**config.mk**
```make
export PLATFORM = sky130hd
export DESIGN_NAME = dht11_sensor_reader
export DESIGN_NICKNAME = d
export VERILOG_FILES = /design/src/rtl/dht_pkg.sv /design/src/rtl/dht11_sensor_reader.sv /design/src/rtl/dht_cfg_regs.sv /design/src/rtl/dht_fsm.sv
export SDC_FILE = /design/constraint.sdc
export NUM_CORES = 1
export LEC_CHECK = 0
export BUFFER_PORTS_ARGS = -buffer_cell sky130_fd_sc_hd__buf_2
export CAP_MARGIN = 30
export CORE_MARGIN = 1.5
export CORE_UTILIZATION = 53
export DETAILED_ROUTE_END_ITERATION = 7
export GPL_TIMING_DRIVEN = 0
export PLACE_DENSITY = 0.78
export SLEW_MARGIN = 20
export SYNTH_ARGS = -nofsm -noshare
export SYNTH_HDL_FRONTEND = slang
export SYNTH_SLANG_ARGS = --single-unit
```
**constraint.sdc**
```tcl
create_clock -name i_clk -period 9.3 [get_ports i_clk]
set_clock_uncertainty 0.15 [all_clocks]
set_input_delay 1.86 -clock i_clk [delete_from_list [all_inputs] [get_ports i_clk]]
set_output_delay 1.86 -clock i_clk [all_outputs]
set_load 0.01 [all_outputs]
```
**src/rtl/dht_pkg.sv**
```systemverilog
// Shared types, constants and register map of the DHT11 sensor reader.
`default_nettype none

package dht_pkg;

    localparam int NUM_PINS    = 32;
    localparam int FRAME_BYTES = 5;
    localparam int FRAME_BITS  = FRAME_BYTES * 8;
    localparam int BIT_CNT_W   = 6;
    localparam int TICK_W      = 15;
    localparam int CFG_ADDR_W  = 5;

    localparam logic [31:0] PIN_RANGE = 32'hFFFF_FFFF >> (32 - NUM_PINS);

    localparam logic [2:0] REG_START_LOW  = 3'd0;
    localparam logic [2:0] REG_RELEASE    = 3'd1;
    localparam logic [2:0] REG_LOW_MIN    = 3'd2;
    localparam logic [2:0] REG_LOW_MAX    = 3'd3;
    localparam logic [2:0] REG_HIGH_MIN   = 3'd4;
    localparam logic [2:0] REG_HIGH_MAX   = 3'd5;
    localparam logic [2:0] REG_SAMPLE     = 3'd6;
    localparam logic [2:0] REG_TIMEOUT    = 3'd7;

    localparam logic [1:0] STATUS_OK       = 2'd0;
    localparam logic [1:0] STATUS_NO_RESP  = 2'd1;
    localparam logic [1:0] STATUS_CHECKSUM = 2'd2;

    typedef struct packed {
        logic        req_type;
        logic [31:0] line_levels;
        logic [31:0] pin_mask;
    } t_in_req;

    typedef struct packed {
        logic [31:0] drive_mask;
        logic        busy_res;
        logic        done_res;
        logic [1:0]  status;
        logic [31:0] reading;
    } t_out_res;

    typedef struct packed {
        logic [14:0] start_low_us;
        logic [7:0]  release_wait_us;
        logic [7:0]  resp_low_min;
        logic [7:0]  resp_low_max;
        logic [7:0]  resp_high_min;
        logic [7:0]  resp_high_max;
        logic [7:0]  sample_delay_us;
        logic [7:0]  timeout_us;
    } t_cfg;

endpackage

`default_nettype wire

```
**src/rtl/dht11_sensor_reader.sv**
```systemverilog
// Top level of the DHT11 sensor reader: request and result registers around the state machine.
// A request is held in the request register; its result is registered into the result register once that is free.
// Throughput: one request per cycle while results are taken; a stalled result holds while the request register fills.
// Each request's step is one pass of short logic between the request and result registers.
// Reset is synchronous and active low; it idles the transaction and restores register defaults.
`default_nettype none

module dht11_sensor_reader (
    input  wire logic                           i_clk,
    input  wire logic                           i_rst_n,
    input  wire logic                           i_in_valid,
    output logic                                o_in_ready,
    input  wire dht_pkg::t_in_req               i_in_data,
    output logic                                o_out_valid,
    input  wire logic                           i_out_ready,
    output dht_pkg::t_out_res                   o_out_data,
    input  wire logic                           psel,
    input  wire logic                           penable,
    input  wire logic                           pwrite,
    input  wire logic [dht_pkg::CFG_ADDR_W-1:0] paddr,
    input  wire logic [31:0]                    pwdata,
    output logic [31:0]                         prdata,
    output logic                                pready
);
    import dht_pkg::*;

    t_cfg     cfg;
    t_out_res res;
    t_in_req  r_in;
    logic     r_in_valid;
    t_out_res r_out;
    logic     r_out_valid;
    logic     adv;

    assign adv         = r_in_valid && (!r_out_valid || i_out_ready);
    assign o_in_ready  = !r_in_valid || adv;
    assign o_out_valid = r_out_valid;
    assign o_out_data  = r_out;

    dht_cfg_regs u_cfg (
        .i_clk   (i_clk),
        .i_rst_n (i_rst_n),
        .psel    (psel),
        .penable (penable),
        .pwrite  (pwrite),
        .paddr   (paddr),
        .pwdata  (pwdata),
        .prdata  (prdata),
        .pready  (pready),
        .o_cfg   (cfg)
    );

    dht_fsm u_fsm (
        .i_clk   (i_clk),
        .i_rst_n (i_rst_n),
        .i_adv   (adv),
        .i_req   (r_in),
        .i_cfg   (cfg),
        .o_res   (res)
    );

    always_ff @(posedge i_clk) begin
        if (!i_rst_n) begin
            r_in_valid  <= 1'b0;
            r_out_valid <= 1'b0;
        end else begin
            if (o_in_ready) begin
                r_in_valid <= i_in_valid;
            end
            if (adv) begin
                r_out_valid <= 1'b1;
            end else if (i_out_ready) begin
                r_out_valid <= 1'b0;
            end
        end
    end

    always_ff @(posedge i_clk) begin
        if (i_in_valid && o_in_ready) begin
            r_in <= i_in_data;
        end
        if (adv) begin
            r_out <= res;
        end
    end

endmodule

`default_nettype wire

```
**src/rtl/dht_cfg_regs.sv**
```systemverilog
// APB-style configuration register file of the DHT11 sensor reader.
`default_nettype none

module dht_cfg_regs (
    input  wire logic                          i_clk,
    input  wire logic                          i_rst_n,
    input  wire logic                          psel,
    input  wire logic                          penable,
    input  wire logic                          pwrite,
    input  wire logic [dht_pkg::CFG_ADDR_W-1:0] paddr,
    input  wire logic [31:0]                   pwdata,
    output logic [31:0]                        prdata,
    output logic                               pready,
    output dht_pkg::t_cfg                      o_cfg
);
    import dht_pkg::*;

    t_cfg       r_cfg;
    logic [2:0] reg_idx;
    logic       wr_en;

    assign reg_idx = paddr[CFG_ADDR_W-1:2];
    assign wr_en   = psel && penable && pwrite;
    assign pready  = 1'b1;
    assign o_cfg   = r_cfg;

    always_ff @(posedge i_clk) begin
        if (!i_rst_n) begin
            r_cfg.start_low_us    <= 15'd20000;
            r_cfg.release_wait_us <= 8'd25;
            r_cfg.resp_low_min    <= 8'd8;
            r_cfg.resp_low_max    <= 8'd58;
            r_cfg.resp_high_min   <= 8'd5;
            r_cfg.resp_high_max   <= 8'd42;
            r_cfg.sample_delay_us <= 8'd40;
            r_cfg.timeout_us      <= 8'd100;
        end else if (wr_en) begin
            unique case (reg_idx)
                REG_START_LOW: r_cfg.start_low_us    <= pwdata[14:0];
                REG_RELEASE:   r_cfg.release_wait_us <= pwdata[7:0];
                REG_LOW_MIN:   r_cfg.resp_low_min    <= pwdata[7:0];
                REG_LOW_MAX:   r_cfg.resp_low_max    <= pwdata[7:0];
                REG_HIGH_MIN:  r_cfg.resp_high_min   <= pwdata[7:0];
                REG_HIGH_MAX:  r_cfg.resp_high_max   <= pwdata[7:0];
                REG_SAMPLE:    r_cfg.sample_delay_us <= pwdata[7:0];
                REG_TIMEOUT:   r_cfg.timeout_us      <= pwdata[7:0];
            endcase
        end
    end

    always_comb begin
        unique case (reg_idx)
            REG_START_LOW: prdata = {17'd0, r_cfg.start_low_us};
            REG_RELEASE:   prdata = {24'd0, r_cfg.release_wait_us};
            REG_LOW_MIN:   prdata = {24'd0, r_cfg.resp_low_min};
            REG_LOW_MAX:   prdata = {24'd0, r_cfg.resp_low_max};
            REG_HIGH_MIN:  prdata = {24'd0, r_cfg.resp_high_min};
            REG_HIGH_MAX:  prdata = {24'd0, r_cfg.resp_high_max};
            REG_SAMPLE:    prdata = {24'd0, r_cfg.sample_delay_us};
            REG_TIMEOUT:   prdata = {24'd0, r_cfg.timeout_us};
        endcase
    end

endmodule

`default_nettype wire

```
**src/rtl/dht_fsm.sv**
```systemverilog
// Transaction state machine: one tick or start request per step, result computed combinationally.
`default_nettype none

module dht_fsm (
    input  wire logic              i_clk,
    input  wire logic              i_rst_n,
    input  wire logic              i_adv,
    input  wire dht_pkg::t_in_req  i_req,
    input  wire dht_pkg::t_cfg     i_cfg,
    output dht_pkg::t_out_res      o_res
);
    import dht_pkg::*;

    typedef enum logic [2:0] {
        PH_IDLE,
        PH_START,
        PH_RELEASE,
        PH_RESP_LOW,
        PH_RESP_HIGH,
        PH_WAIT_FALL,
        PH_WAIT_RISE,
        PH_DELAY
    } t_phase;

    t_phase                r_phase, n_phase;
    logic [TICK_W-1:0]     r_tick, n_tick;
    logic [BIT_CNT_W-1:0]  r_bits, n_bits;
    logic [FRAME_BITS-1:0] r_shift, n_shift;
    logic [31:0]           r_watched, n_watched;

    logic          hi;
    logic [TICK_W:0] tick_inc;
    logic          do_low, do_high;
    logic [TICK_W-1:0] lc, hc;
    logic [TICK_W:0] lc_inc, hc_inc, lv, hv;
    logic          l_ev, l_carry, h_ev, h_carry;
    logic          take, take_hi;
    logic          fin;
    logic [1:0]    fin_status;
    logic [7:0]    sum8;

    assign tick_inc = {1'b0, r_tick} + {{TICK_W{1'b0}}, 1'b1};

    always_comb begin
        n_phase    = r_phase;
        n_tick     = r_tick;
        n_bits     = r_bits;
        n_shift    = r_shift;
        n_watched  = r_watched;
        do_low     = 1'b0;
        do_high    = 1'b0;
        lc         = '0;
        hc         = '0;
        lc_inc     = '0;
        hc_inc     = '0;
        lv         = '0;
        hv         = '0;
        l_ev       = 1'b0;
        l_carry    = 1'b0;
        h_ev       = 1'b0;
        h_carry    = 1'b0;
        take       = 1'b0;
        take_hi    = 1'b0;
        fin        = 1'b0;
        fin_status = STATUS_OK;
        sum8       = '0;
        hi         = |(i_req.line_levels & r_watched);

        if (i_req.req_type) begin
            n_watched = i_req.pin_mask & PIN_RANGE;
            n_phase   = PH_START;
            n_tick    = '0;
            n_bits    = '0;
            n_shift   = '0;
        end else begin
            unique case (r_phase)
                PH_IDLE: begin
                    n_phase = PH_IDLE;
                end
                PH_START: begin
                    if (tick_inc >= {1'b0, i_cfg.start_low_us}) begin
                        n_phase = PH_RELEASE;
                        n_tick  = '0;
                    end else begin
                        n_tick = tick_inc[TICK_W-1:0];
                    end
                end
                PH_RELEASE: begin
                    if (tick_inc >= {8'd0, i_cfg.release_wait_us}) begin
                        do_low = 1'b1;
                        lc     = '0;
                    end else begin
                        n_tick = tick_inc[TICK_W-1:0];
                    end
                end
                PH_RESP_LOW: begin
                    do_low = 1'b1;
                    lc     = r_tick;
                end
                PH_RESP_HIGH: begin
                    do_high = 1'b1;
                    hc      = r_tick;
                end
                PH_WAIT_FALL: begin
                    if (!hi) begin
                        n_phase = PH_WAIT_RISE;
                    end
                end
                PH_WAIT_RISE: begin
                    if (hi) begin
                        n_tick = '0;
                        if (i_cfg.sample_delay_us == 8'd0) begin
                            take    = 1'b1;
                            take_hi = 1'b1;
                        end else begin
                            n_phase = PH_DELAY;
                        end
                    end
                end
                PH_DELAY: begin
                    if (tick_inc >= {8'd0, i_cfg.sample_delay_us}) begin
                        n_tick  = '0;
                        take    = 1'b1;
                        take_hi = hi;
                    end else begin
                        n_tick = tick_inc[TICK_W-1:0];
                    end
                end
            endcase

            if (do_low) begin
                lc_inc = {1'b0, lc} + {{TICK_W{1'b0}}, 1'b1};
                if (!hi) begin
                    if (lc_inc > {8'd0, i_cfg.timeout_us}) begin
                        l_ev = 1'b1;
                        lv   = lc_inc;
                    end else begin
                        n_phase = PH_RESP_LOW;
                        n_tick  = lc_inc[TICK_W-1:0];
                    end
                end else begin
                    l_ev    = 1'b1;
                    l_carry = 1'b1;
                    lv      = {1'b0, lc};
                end
                if (l_ev) begin
                    if (lv > {8'd0, i_cfg.resp_low_max} || lv < {8'd0, i_cfg.resp_low_min}) begin
                        fin        = 1'b1;
                        fin_status = STATUS_NO_RESP;
                        n_phase    = PH_IDLE;
                        n_tick     = '0;
                    end else begin
                        n_phase = PH_RESP_HIGH;
                        n_tick  = '0;
                        if (l_carry) begin
                            do_high = 1'b1;
                            hc      = '0;
                        end
                    end
                end
            end

            if (do_high) begin
                hc_inc = {1'b0, hc} + {{TICK_W{1'b0}}, 1'b1};
                if (hi) begin
                    if (hc_inc > {8'd0, i_cfg.timeout_us}) begin
                        h_ev = 1'b1;
                        hv   = hc_inc;
                    end else begin
                        n_phase = PH_RESP_HIGH;
                        n_tick  = hc_inc[TICK_W-1:0];
                    end
                end else begin
                    h_ev    = 1'b1;
                    h_carry = 1'b1;
                    hv      = {1'b0, hc};
                end
                if (h_ev) begin
                    if (hv > {8'd0, i_cfg.resp_high_max} || hv < {8'd0, i_cfg.resp_high_min}) begin
                        fin        = 1'b1;
                        fin_status = STATUS_NO_RESP;
                        n_phase    = PH_IDLE;
                        n_tick     = '0;
                    end else begin
                        n_tick  = '0;
                        n_phase = h_carry ? PH_WAIT_RISE : PH_WAIT_FALL;
                    end
                end
            end

            if (take) begin
                n_shift = {r_shift[FRAME_BITS-2:0], take_hi};
                n_bits  = r_bits + {{(BIT_CNT_W-1){1'b0}}, 1'b1};
                if (n_bits >= BIT_CNT_W'(FRAME_BITS)) begin
                    sum8    = n_shift[39:32] + n_shift[31:24] + n_shift[23:16] + n_shift[15:8];
                    fin     = 1'b1;
                    n_phase = PH_IDLE;
                    n_tick  = '0;
                    fin_status = (sum8 == n_shift[7:0]) ? STATUS_OK : STATUS_CHECKSUM;
                end else begin
                    n_phase = PH_WAIT_FALL;
                end
            end
        end
    end

    always_comb begin
        o_res.drive_mask = (n_phase == PH_START) ? n_watched : 32'd0;
        o_res.busy_res   = (n_phase != PH_IDLE);
        o_res.done_res   = fin;
        o_res.status     = fin ? fin_status : STATUS_OK;
        o_res.reading    = (fin && fin_status == STATUS_OK) ? n_shift[39:8] : 32'd0;
    end

    always_ff @(posedge i_clk) begin
        if (!i_rst_n) begin
            r_phase   <= PH_IDLE;
            r_tick    <= '0;
            r_bits    <= '0;
            r_shift   <= '0;
            r_watched <= '0;
        end else if (i_adv) begin
            r_phase   <= n_phase;
            r_tick    <= n_tick;
            r_bits    <= n_bits;
            r_shift   <= n_shift;
            r_watched <= n_watched;
        end
    end

    a_start_enters_start: assert property (@(posedge i_clk) disable iff (!i_rst_n)
        i_adv && i_req.req_type |=> r_phase == PH_START)
        else $error("start request did not enter the start phase");

    a_bit_count_range: assert property (@(posedge i_clk) disable iff (!i_rst_n)
        r_bits <= BIT_CNT_W'(FRAME_BITS))
        else $error("bit counter ran past the frame length");

    a_done_not_busy: assert property (@(posedge i_clk) disable iff (!i_rst_n)
        o_res.done_res |-> !o_res.busy_res && o_res.drive_mask == 32'd0)
        else $error("finished transaction still reported busy or driving");

    a_reading_only_ok: assert property (@(posedge i_clk) disable iff (!i_rst_n)
        o_res.reading != 32'd0 |-> o_res.done_res && o_res.status == STATUS_OK)
        else $error("reading shown without a good finish");

    a_idle_holds_counts: assert property (@(posedge i_clk) disable iff (!i_rst_n)
        r_phase == PH_IDLE |-> r_tick == '0)
        else $error("tick counter not cleared while idle");

endmodule

`default_nettype wire
```
; Word-level counts from Yosys, hierarchy flattened
; Index checks and enable logic that the tools add are counted.
[word_totals]
reg_bits = 302
inputBits = 109
word_cells = 195
[op_classes]
add_sub_neg = 7
n_lt_le_gt_ge = 10
n_eq_ne = 16
muxes = 109
n_bitwise = 1
n_reduce_logical = 28
[op_table]
columns = cell, count
row1 = 15-bit 2-to-1 mux, 23
row2 = 32-bit case mux with 8 select lines, 1
row3 = 16-bit 2-to-1 mux, 8
row4 = 40-bit 2-to-1 mux, 2
row5 = 16-bit by 8-bit > comparator with 1-bit output, 4
row6 = 15-bit case mux with 4 select lines, 1
row7 = 3-bit 2-to-1 mux, 17
row8 = 15-bit by 1-bit adder with 16-bit output (second input constant), 3
row9 = 1-bit 2-to-1 mux, 40
row10 = 32-bit AND, 1
row11 = 16-bit by 8-bit >= comparator with 1-bit output, 2
row12 = 16-bit by 8-bit less-than comparator with 1-bit output, 2
row13 = 32-bit 2-to-1 mux, 1
row14 = 32-bit OR reduction, 1
row15 = 8-bit adder, 3
row16 = 3-bit == test (second input constant), 8
row17 = 2-bit 2-to-1 mux, 10
row18 = 2-bit AND reduction, 9
row19 = 16-bit by 15-bit >= comparator with 1-bit output, 1
row20 = 3-bit by 2-bit == test with 1-bit output (second input constant), 4
row21 = 6-bit 2-to-1 mux, 2
row22 = 3-bit case mux with 4 select lines, 1
row23 = 3-bit by 1-bit == test with 1-bit output (second input constant), 3
row24 = 8-bit == test, 1
row25 = other kinds (11), 23

; Longest topological paths before layout
; Gate-level depths: netlist (run 1).
[depth]
word_depth = 31
ltp_mapped = 48
ltp_nobuf = 43

; Hierarchy
; A second synthesis (run 1) with hierarchy kept.
[unflattened]
cells_unflattened = 1822
area_unflattened_um2 = 17107.7
[modules_own_cells]
columns = module, n_inst, cells_each, area_each_um2, seq_area_each_um2
row1 = dht_fsm, 1, 1267, 9560.4, 1921.8
row2 = dht11_sensor_reader, 1, 142, 4097.7, 4033.9
row3 = dht_cfg_regs, 1, 413, 3449.6, 1421.4

; Worst setup path after synthesis (run 1)
; No wires, ideal clock.
[synth_timing]
path_kind = register to register
start = reg u_fsm.r_phase[1]
end = reg r_out (netlist bit o_out_data[47]), data pin
t_arrival_ns = 8.351
path_slack_ns = 0.530
stages_incl_launch_ff = 48
n_path_buf = 5
synth_period_minus_slack_ns = 8.770
cell_sequence = dfxtp_1 > buf_2 > and3b_1 > clkbuf_1 > nand2_1 > inv_1 > ha_1 > clkbuf_1 > nand2_1 > xor2_1 > nor2_1 > ha_1 > a21o_1 > a21oi_1 > nand2_1 > o21ai_0 > and2_1 > clkbuf_1 > [12 not listed] > nand3_1 > nor2_1 > a32oi_1 > nand2_1 > o2111ai_1 > nand2_1 > nor2_1 > ha_1 > a21oi_1 > o21ai_0 > nand2b_1 > o21ai_0 > o22ai_1 > a2111oi_1 > nor4_2 > o31ai_4 > buf_6 > nor3_1
[synth_between]
elab_chain_cells = 29
word_cells_on_any_way = 70
classes_between = add/sub (2) / order compare (6) / eq/ne (8) / mux (51) / reduce/logical (3)
[synth_rtl]
columns = item, line_no
row1 = "start, declared", dht_fsm.sv:25  ; t_phase r_phase, n_phase;
row2 = "start signal, assigned", dht_fsm.sv:223  ; r_phase <= n_phase;
row3 = 3-bit by 2-bit == test with 1-bit output, dht_fsm.sv:76  ; unique case (r_phase)
row4 = 15-bit 2-to-1 mux, --
row5 = 15-bit 2-to-1 mux, dht_fsm.sv:69  ; if (i_req.req_type) begin
row6 = 15-bit by 1-bit adder with 16-bit output, dht_fsm.sv:132  ; lc_inc = {1'b0, lc} + {{TICK_W{1'b0}}, 1'b1};
row7 = 16-bit by 8-bit > comparator with 1-bit output, dht_fsm.sv:134  ; if (lc_inc > {8'd0, i_cfg.timeout_us}) begin
row8 = 16-bit 2-to-1 mux, dht_fsm.sv:134
row9 = 16-bit 2-to-1 mux, dht_fsm.sv:133  ; if (!hi) begin
row10 = 16-bit 2-to-1 mux, dht_fsm.sv:131  ; if (do_low) begin
row11 = [13 not listed], --
row12 = 16-bit by 8-bit > comparator with 1-bit output / 16-bit by 8-bit less-than comparator with 1-bit output (equally long branches), dht_fsm.sv:179  ; if (hv > {8'd0, i_cfg.resp_high_max} || hv < {8'd0, i_cfg.resp_high_min}) begin
row13 = 1-bit logical OR, dht_fsm.sv:179
row14 = 3-bit 2-to-1 mux, dht_fsm.sv:179
row15 = 3-bit 2-to-1 mux, dht_fsm.sv:178  ; if (h_ev) begin
row16 = 3-bit 2-to-1 mux, dht_fsm.sv:163  ; if (do_high) begin
row17 = 3-bit 2-to-1 mux (*), dht_fsm.sv:191  ; if (take) begin
row18 = 3-bit 2-to-1 mux (*), dht_fsm.sv:69
row19 = 3-bit by 1-bit == test with 1-bit output (*), dht_fsm.sv:208  ; o_res.drive_mask = (n_phase == PH_START) ? n_watched : 32'd0;
row20 = "end signal, assigned", dht11_sensor_reader.sv:83  ; r_out <= res;
row21 = "end, declared", dht11_sensor_reader.sv:31  ; t_out_res r_out;
; Every way passes the cells marked *; elsewhere a longest branch is shown, timed or not. The select of a mux whose other input is x is not followed.
; A chain may end at the register's enable or synchronous reset.

; Worst setup path after layout (run 1)
[layout_timing]
start = reg u_fsm.r_phase[1]
end = reg r_out (netlist bit o_out_data[58]), data pin
; Same word-level chain as after synthesis.

==> results of run 1 <==
-- through the flow --
| step | power, mW | setup slack [ns] |
|---|---|---|
| 6_report | 3.10 | 0.0841 |
| 5_1_grt | 3.18 | -0.224 |
| 3_3_place_gp | 1.73 | -1.51 |
| 4_1_cts | 3.09 | -0.0144 |
| 3_5_place_dp | 1.74 | -1.49 |
| 2_1_floorplan | 1.63 | 0.530 |
-- power by group through the flow --
stage               Sequential [mW]  Combinational (mW)  Clock (mW)
floorplan                      1.48               0.154           0
global placement               1.48               0.256           0
detailed placement             1.48               0.263           0
CTS                            1.45               0.278        1.36
global route                   1.45               0.323        1.41
finish                         1.45               0.305        1.34
-- state kept, by name, summed over array words and instances, names as in the netlist --
register         count
o_out_data          68
o_out_valid          1
r_in                65
r_in_valid           1
u_cfg.o_cfg         71
u_fsm.r_bits         6
u_fsm.r_phase        3
u_fsm.r_shift       40
u_fsm.r_tick        15
u_fsm.r_watched     32
-- cell families after synthesis --
kind of cell / count (synthesis) / synth area share, %
compound gates: 409 / 16.7
xor+xnor: 44 / 2.27
fa+ha+maj: 103 / 8.22
buf+inv: 224 / 6.07
flops: 302 / 43.5
mux: 83 / 5.27
other cells: 2 / 0.0443
simple gates: 625 / 17.9
-- area by class of cell --
class	instances	share of cell area (%)
tap	402	2.49
sequential	302	36.6
inverter	88	1.64
multi-input combinational	1283	44.4
buffer	134	3.66
clock buffer	40	4.58
timing repair buffer	198	5.61
clock inverter	20	0.980
-- metal layers --
layer	share of wire, %	global-route usage (%)	vias to the layer above
met5	0.019	0	-
li1	-	-	6885
met4	3.7	10.5	2
met3	11	6.38	145
met1	41	41.9	7060
met2	45	47.5	891
-- final timing paths --
check                         end              from  depth (start not counted)  slack, ns
setup reg to reg   o_out_data[58]  u_fsm.r_phase[1]                         44       0.08
hold reg to reg   u_cfg.o_cfg[69]   u_cfg.o_cfg[69]                          2       0.30
hold / removal    u_cfg.o_cfg[69]   u_cfg.o_cfg[69]                          2       0.30
setup / recovery   o_out_data[58]  u_fsm.r_phase[1]                         44       0.08
-- worst max-delay path, delay by kind of cell (launching register included) --
kind                       cells  cell delay, ns
buffers and inverters          7            1.05
AOI/OAI and AO/OA             14            2.89
DFF                            1            0.31
adders and majority gates      4            1.08
and+or+nand+nor               19            3.46
-- repair_timing --
| item | in CTS | in global routing |
|---|---|---|
| gates cloned | 2 | 2 |
| setup endpoints to repair | 38 | 38 |
| resized for setup | 22 | 72 |
| setup buffers | 12 | 16 |
| pin swaps | 7 | 29 |
-- layout by cell type (no fill, tap or decap), drive strengths merged, types with 5 or more instances in the layout --
master,instances
o31ai,11
mux4,5
nand4,20
a21oi,151
and3,9
nand3,39
mux2i,78
inv,88
nand2,248
a21o,15
a221oi,10
clkbuf,116
xnor2,23
clkinv,15
nor2,167
nand2b,9
a22oi,60
and2,15
nor2b,12
fa,14
or2,9
or3,12
and4,6
dfxtp,169
or4,6
buf,255
a31oi,16
a211oi,6
edfxtp,133
o211ai,27
xor2,21
ha,89
o31a,5
nor3,52
conb,18
o21ai,56
nor4,10
==> flow_summary.yaml, run 1 <==
pwr:
  switching_power_uw: 765
  p_seq_share_pct: 46.8
  clkPwrFrac_pct: 43.4
  swShare_pct: 24.7
  p_int_mw: 2.33
  p_leak_nw: 7.96
  power_frac_comb_pct: 9.8
  powerDensity_nw_per_um2: 154
  peakVddDrop_v: 0.000231
drt:
  vias_per_cell: 6.07
  vias: 14983
  avgRoutedWirePerCell_um: 21.0
  drt-pass1-iter-count: 6
  routed_wl_um: 51800
  antenna_left: 0
  drc: 0
  drt_iter0_drc: 1396
logic_synthesis:
  ys_types: 87
  yosys-top-cells-count: "nand2_1, dfxtp_1, nor2_1, edfxtp_1, a21oi_1"
  yosysTopAreaCell: "edfxtp_1"
  postSynth.asyncResetShare_pct: 0
  syn_area_per_cell_um2: 9.46
  ys_warn_count: 0
  synth_area_leaders: "edfxtp_1, dfxtp_1, ha_1"
  synth.top_cell.area_share_pct: 23.6
  yosysMostFrequentCell: "nand2_1"
  ys_ff_latch: 302
  syn_inst: 1792
  yosys_most_used_dff: "dfxtp_1"
  synth_edf_count: 133
  seq_area_frac_synth_pct: 43.5
  syn_area_um2: 17000
placed_design:
  globalplace.congestion: 0.994
  place_hpwl_um: 37400
  place_area_um2: 18400
  dp.cells: 2376
  port_buffers: 163
final_layout:
  instances_no_fill: 2467
  drive_above_1_share_pct: 21.8
  synthToLayoutAreaGrowth_pct: 19.0
  nets: 2253
  fillers: 2525
  diodes: 0
  ff_latch_area_um2: 7380
  multi_input_area_um2: 8960
  design_area_um2: 20200
  utilization_pct: 63.9
floorplanning:
  die_height_um: 182
  boundaryPins: 212
  chipWidth_um: 182
  start_util_pct: 53.7
  die_area_um2: 33100
  fp.coreArea_um2: 31600
  core.rowCount: 65
hold_path:
  hold_path_class: "register to register"
grt:
  grt_pass1_wl_um: 78200
  grt_antenna_before_repair: 1
  overflow: 0
  grt_use_total_pct: 30.4
  grt_max_degree: 42
  grt_pass1_vias: 14007
critical_path:
  worst-path-max-fanout: 10
  slowest_delay_ns: 0.58
  cp-start-kind: "register"
  cp.required_ns: 9.42
  cp_slowest_cell: "or4_1"
  crit_arrival_ns: 9.33
  crit_path_end_kind: "register"
  crit_type: "register to register"
timing:
  final-hold-violation-count: 0
  fmax_mhz: 109
  finalMaxSlewViolations: 0
  period_minus_slack_ns: 9.22
  whs_ns: 0.305
  worst_pin_slew_ns: 1.02
  relSlewSlack_pct: 31.8
  setup_viol: 0
  min_period_over_period_pct: 99.1
  fin_tns_setup_ns: 0
clock_network:
  cts_made_buffers: 34
  cts.sinks: 302
  cts_hold_buffers: 0
  clk_pin_slew_ns: 0.06
  insertion_delay_ns: 0.53
  cts-root-buf: "clkbuf_16"
  htreeDepth: 2
  cts_tree: "yes"
  cts_max_path_buffers: 3
run_status:
  status: "finished clean"
flow_run:
  maxCapViolCount: 0
(Power assumes the default switching activity.)
==> inputs of run 2 (changes only) <==
--- a/config.mk
+++ b/config.mk
@@ -6,5 +6,5 @@
 export NUM_CORES = 1
 export LEC_CHECK = 0
-export BUFFER_PORTS_ARGS = -buffer_cell sky130_fd_sc_hd__buf_2
+export BUFFER_PORTS_ARGS = -buffer_cell sky130_fd_sc_hd__clkbuf_2
 export CAP_MARGIN = 30
 export CORE_MARGIN = 1.5
--- a/constraint.sdc
+++ b/constraint.sdc
@@ -3,3 +3,3 @@
 set_input_delay 1.86 -clock i_clk [delete_from_list [all_inputs] [get_ports i_clk]]
 set_output_delay 1.86 -clock i_clk [all_outputs]
-set_load 0.01 [all_outputs]
+set_load 0.005 [all_outputs]
==> flow_summary.yaml, run 2 (synthesis results as in run 1) <==
run_status:
  status: "finished clean"
pwr:
  power.total_mw: 3.07
  p_leak_nw: 7.97
  powerDensity_nw_per_um2: 153
  peakVddDrop_v: 0.000135
critical_path:
  crit_family: "compound AO/OA/AOI/OAI gates"
  cp_slowest_cell: "dfxtp_1"
  cp.required_ns: 9.49
  r2r_slack_ns: 0.07
  path_buf_inv: 3
  cp-start-kind: "register"
  crit_arrival_ns: 9.42
  slowest_delay_ns: 0.62
  crit_path_end_kind: "register"
  crit_type: "register to register"
  crit_top_cell: "ha_1"
  worst-path-max-fanout: 9
grt:
  grt_pass1_wl_um: 78700
  grt_antenna_before_repair: 0
  grt_max_degree: 53
  grt_pass1_vias: 14208
  grt_use_total_pct: 30.6
  overflow: 0
drt:
  drc: 0
  drt_iter0_drc: 1514
  drt-pass1-iter-count: 7
  vias: 14911
  routed_wl_um: 51600
  antenna_left: 0
  avgRoutedWirePerCell_um: 20.9
  vias_per_cell: 6.04
floorplanning:
  chipWidth_um: 182
  die_height_um: 182
  start_util_pct: 53.7
  core.rowCount: 65
  fp.coreArea_um2: 31600
  boundaryPins: 212
  die_area_um2: 33100
clock_network:
  cts_max_path_buffers: 3
  clk_pin_slew_ns: 0.06
  cts_hold_buffers: 0
  htreeDepth: 2
  insertion_delay_ns: 0.52
  cts_tree: "yes"
  cts.sinks: 302
  cts_made_buffers: 34
  cts-root-buf: "clkbuf_16"
placed_design:
  globalplace.congestion: 0.975
  port_buffers: 163
  dp.cells: 2376
  place_hpwl_um: 37800
hold_path:
  hold_path_class: "register to register"
timing:
  worst_pin_slew_ns: 1.04
  whs_ns: 0.306
  fin_tns_setup_ns: 0
  finalMaxSlewViolations: 0
  period_minus_slack_ns: 9.23
  setup_viol: 0
  min_period_over_period_pct: 99.3
  relSlewSlack_pct: 30.4
  fmax_mhz: 108
  final-hold-violation-count: 0
final_layout:
  nets: 2254
  largest_reg_flops: 71
  final_cell_mix: "nand2_1, dfxtp_1, clkbuf_2, nor2_1, edfxtp_1"
  synthToLayoutAreaGrowth_pct: 18.7
  diodes: 0
  instances_no_fill: 2468
  mostFrequentLayoutCell: "nand2_1"
  drive_above_1_share_pct: 21.2
flow_run:
  maxCapViolCount: 0
## run 2: cell count changes in the layout (fill, tap and decap cells not counted), sizes merged
cell | before | now
buf | 255 | 92
bufinv | 3 | 2
clkbuf | 116 | 286
clkinv | 15 | 9
inv | 88 | 90
bufbuf | 1 | 0
## run 2: worst paths after layout
path / startpoint / to / cells past startpoint
setup reg to reg: u_fsm.r_tick[1] / o_out_data[58] / 42
hold / removal: u_cfg.o_cfg[62] / u_cfg.o_cfg[62] / 2
hold reg to reg: u_cfg.o_cfg[62] / u_cfg.o_cfg[62] / 2
setup / recovery: u_fsm.r_tick[1] / o_out_data[58] / 42
## run 2: worst register-to-register path, delay by kind of cell, from the launching register on
family,cells,cell delay [ns]
DFF,1,0.62
and+or+nand+nor,17,3.01
adders and majority gates,4,1.14
AOI/OAI and AO/OA,18,3.49
buffers and inverters,3,0.62
## run 2: repair_timing
action,4_1_cts,5_1_grt
endpoints found under the setup margin,38,38
resized for setup,27,55
setup buffers,7,22
pin swaps,7,28
gates cloned,1,3
## run 2: area by class of cell
cell class	instances	area (um^2)
clock inverters	15	156
flip-flops and latches	302	7380
plain buffers	134	724
inverters	88	330
multi-input cells	1283	8880
repair buffers	199	1200
clock buffers	45	943
fillers	2532	11400
well taps	402	503
## run 2: where the power goes
part           switching (mW)  internal (mW)  total, mW
clock network           0.553          0.778       1.33
registers              0.0207           1.43       1.45
logic                   0.187          0.104      0.291
## run 2: per-layer routing
metal	up-vias	track usage, %	wire (um)
met1	7069	41.7	21500
met5	-	0	0
li1	6894	-	-
met3	129	7.72	5400
met2	819	47.2	22700
met4	0	11.4	1880
## run 2: metrics by stage
| stage | instance area (um^2) | setup slack [ns] | utilization, % |
|---|---|---|---|
| 4_1_cts | 19700 | -0.0690 | 62.4 |
| 3_5_place_dp | 18400 | -1.61 | 58.3 |
| 2_1_floorplan | 17000 | 0.530 | - |
| 6_report | 20100 | 0.0688 | 63.7 |
| 5_1_grt | 20100 | -0.142 | 63.7 |
| 3_3_place_gp | 18300 | -1.52 | 58.1 |
==> inputs of run 3 (changes only) <==
CORE_ASPECT_RATIO = 0.75   (was default)
==> flow_summary.yaml, run 3 (synthesis results as in run 1) <==
clock_network:
  cts_made_buffers: 31
  clk_pin_slew_ns: 0.07
  cts_max_path_buffers: 3
  cts_tree: "yes"
  cts_hold_buffers: 0
  cts-root-buf: "clkbuf_16"
  htreeDepth: 1
  cts.sinks: 302
  insertion_delay_ns: 0.59
critical_path:
  r2r_start: "u_fsm.r_tick[3]"
  cp-start-kind: "register"
  crit_path_end_kind: "register"
  worst_r2r_endpoint: "o_out_data[63]"
  cp_slowest_cell: "a2111o_1"
  slowest_delay_ns: 0.43
  crit_type: "register to register"
  cp.required_ns: 9.57
  critPathLaunch: "u_fsm.r_tick[3]"
  worst-path-max-fanout: 10
  reg2reg_depth: 43
  crit_arrival_ns: 9.27
  r2r_slack_ns: 0.30
floorplanning:
  chipWidth_um: 210
  start_util_pct: 54.0
  core.rowCount: 56
  boundaryPins: 212
  die_height_um: 158
  die_area_um2: 33100
  fp.coreArea_um2: 31400
final_layout:
  multi_input_area_um2: 8950
  largest_reg_flops: 71
  mostFrequentLayoutCell: "nand2_1"
  synthToLayoutAreaGrowth_pct: 19.1
  final_cell_mix: "nand2_1, dfxtp_1, clkbuf_2, nor2_1, edfxtp_1"
  nets: 2248
  fillers: 2545
  ff_latch_area_um2: 7380
  diodes: 0
  drive_above_1_share_pct: 21.9
timing:
  worst_pin_slew_ns: 1.01
  fmax_mhz: 111
  rsz0062_at_grt: "no"
  setup_viol: 0
  period_minus_slack_ns: 9.00
  fin_ws_ns: 0.304
  finalMaxSlewViolations: 0
  fin_tns_setup_ns: 0
  min_period_over_period_pct: 96.7
  whs_ns: 0.305
  final-hold-violation-count: 0
  relSlewSlack_pct: 31.9
placed_design:
  port_buffers: 163
  globalplace.congestion: 0.989
  place_hpwl_um: 39100
  dp_slack_ns: -1.90
drt:
  antenna_left: 0
  avgRoutedWirePerCell_um: 21.2
  routed_wl_um: 52300
  drt_iter0_drc: 1499
  drt-pass1-iter-count: 5
  vias: 14861
  drc: 0
  vias_per_cell: 6.02
pwr:
  peakVddDrop_v: 0.000158
  p_leak_nw: 7.99
  powerDensity_nw_per_um2: 154
hold_path:
  min_to: "u_cfg.o_cfg[63]"
  worstHoldPathCells: 2
  hold_path_class: "register to register"
  holdCritStartpoint: "u_cfg.o_cfg[63]"
grt:
  overflow: 0
  grt_antenna_before_repair: 0
  grt_max_degree: 53
  grt_pass1_vias: 13849
  grt_pass1_wl_um: 79000
  grt_use_total_pct: 31.0
flow_run:
  maxCapViolCount: 0
run_status:
  status: "finished clean"
[run 3: cell type report]
type / instances / share of cell area (%)
flip-flops and latches: 302 / 36.6
well taps: 406 / 2.52
repair buffers: 196 / 5.73
multi-input cells: 1283 / 44.3
inverters: 88 / 1.65
clock buffers: 40 / 4.42
clock inverters: 18 / 1.17
plain buffers: 134 / 3.62
[run 3: worst max-delay path by stage]
stage                     end  slack, ns  cells past startpoint
2_1_floorplan  o_out_data[47]       0.53                     47
3_3_place_gp   o_out_data[63]      -1.81                     47
3_5_place_dp   o_out_data[48]      -1.90                     47
4_1_cts        o_out_data[57]      0.007                     45
5_1_grt        o_out_data[53]      0.003                     45
6_report       o_out_data[63]       0.30                     43
[run 3: repair_timing]
item | 4_1_cts | 5_1_grt
setup buffers | 17 | 8
hold endpoints to repair | 0 | 0
gates resized for setup | 40 | 56
gates cloned | 4 | 0
pin swaps | 10 | 27
setup endpoints to repair | 45 | 38
[run 3: through the flow]
| stage | power [mW] | cell area [um^2] | utilization [%] | cells |
|---|---|---|---|---|
| final | 3.12 | 20200 | 64.3 | 2467 |
| after CTS | 3.11 | 19900 | 63.3 | 2458 |
| after global routing | 3.20 | 20200 | 64.3 | 2467 |
| after global placement | 1.73 | 18300 | 58.4 | 2377 |
| after detailed placement | 1.73 | 18400 | 58.7 | 2381 |
| after floorplan | 1.62 | 17000 | - | 1808 |
[run 3: power breakdown]
part | internal, mW | switching (mW) | leakage [nW] | total, mW
Clock | 0.818 | 0.555 | 0.554 | 1.37
Sequential | 1.43 | 0.0191 | 2.63 | 1.45
Combinational | 0.106 | 0.189 | 4.80 | 0.295
[run 3: critical path, delay by kind of cell (launching register included)]
| kind | cells | cell delay, ns |
|---|---|---|
| AND/OR/NAND/NOR | 18 | 3.35 |
| adder cells (fa/ha/maj) | 4 | 0.96 |
| XOR/XNOR | 1 | 0.26 |
| flip-flops | 1 | 0.31 |
| buffers and inverters | 6 | 1.06 |
| AO/OA/AOI/OAI | 14 | 2.67 |
[run 3: routing by layer]
metal / part of all wire (%) / vias up / global-route usage (%)
li1: - / 6868 / -
met1: 45 / 7119 / 46.1
met2: 42 / 797 / 45.9
met3: 11 / 77 / 6.86
met4: 2.0 / 0 / 7.30
met5: 0 / - / 0
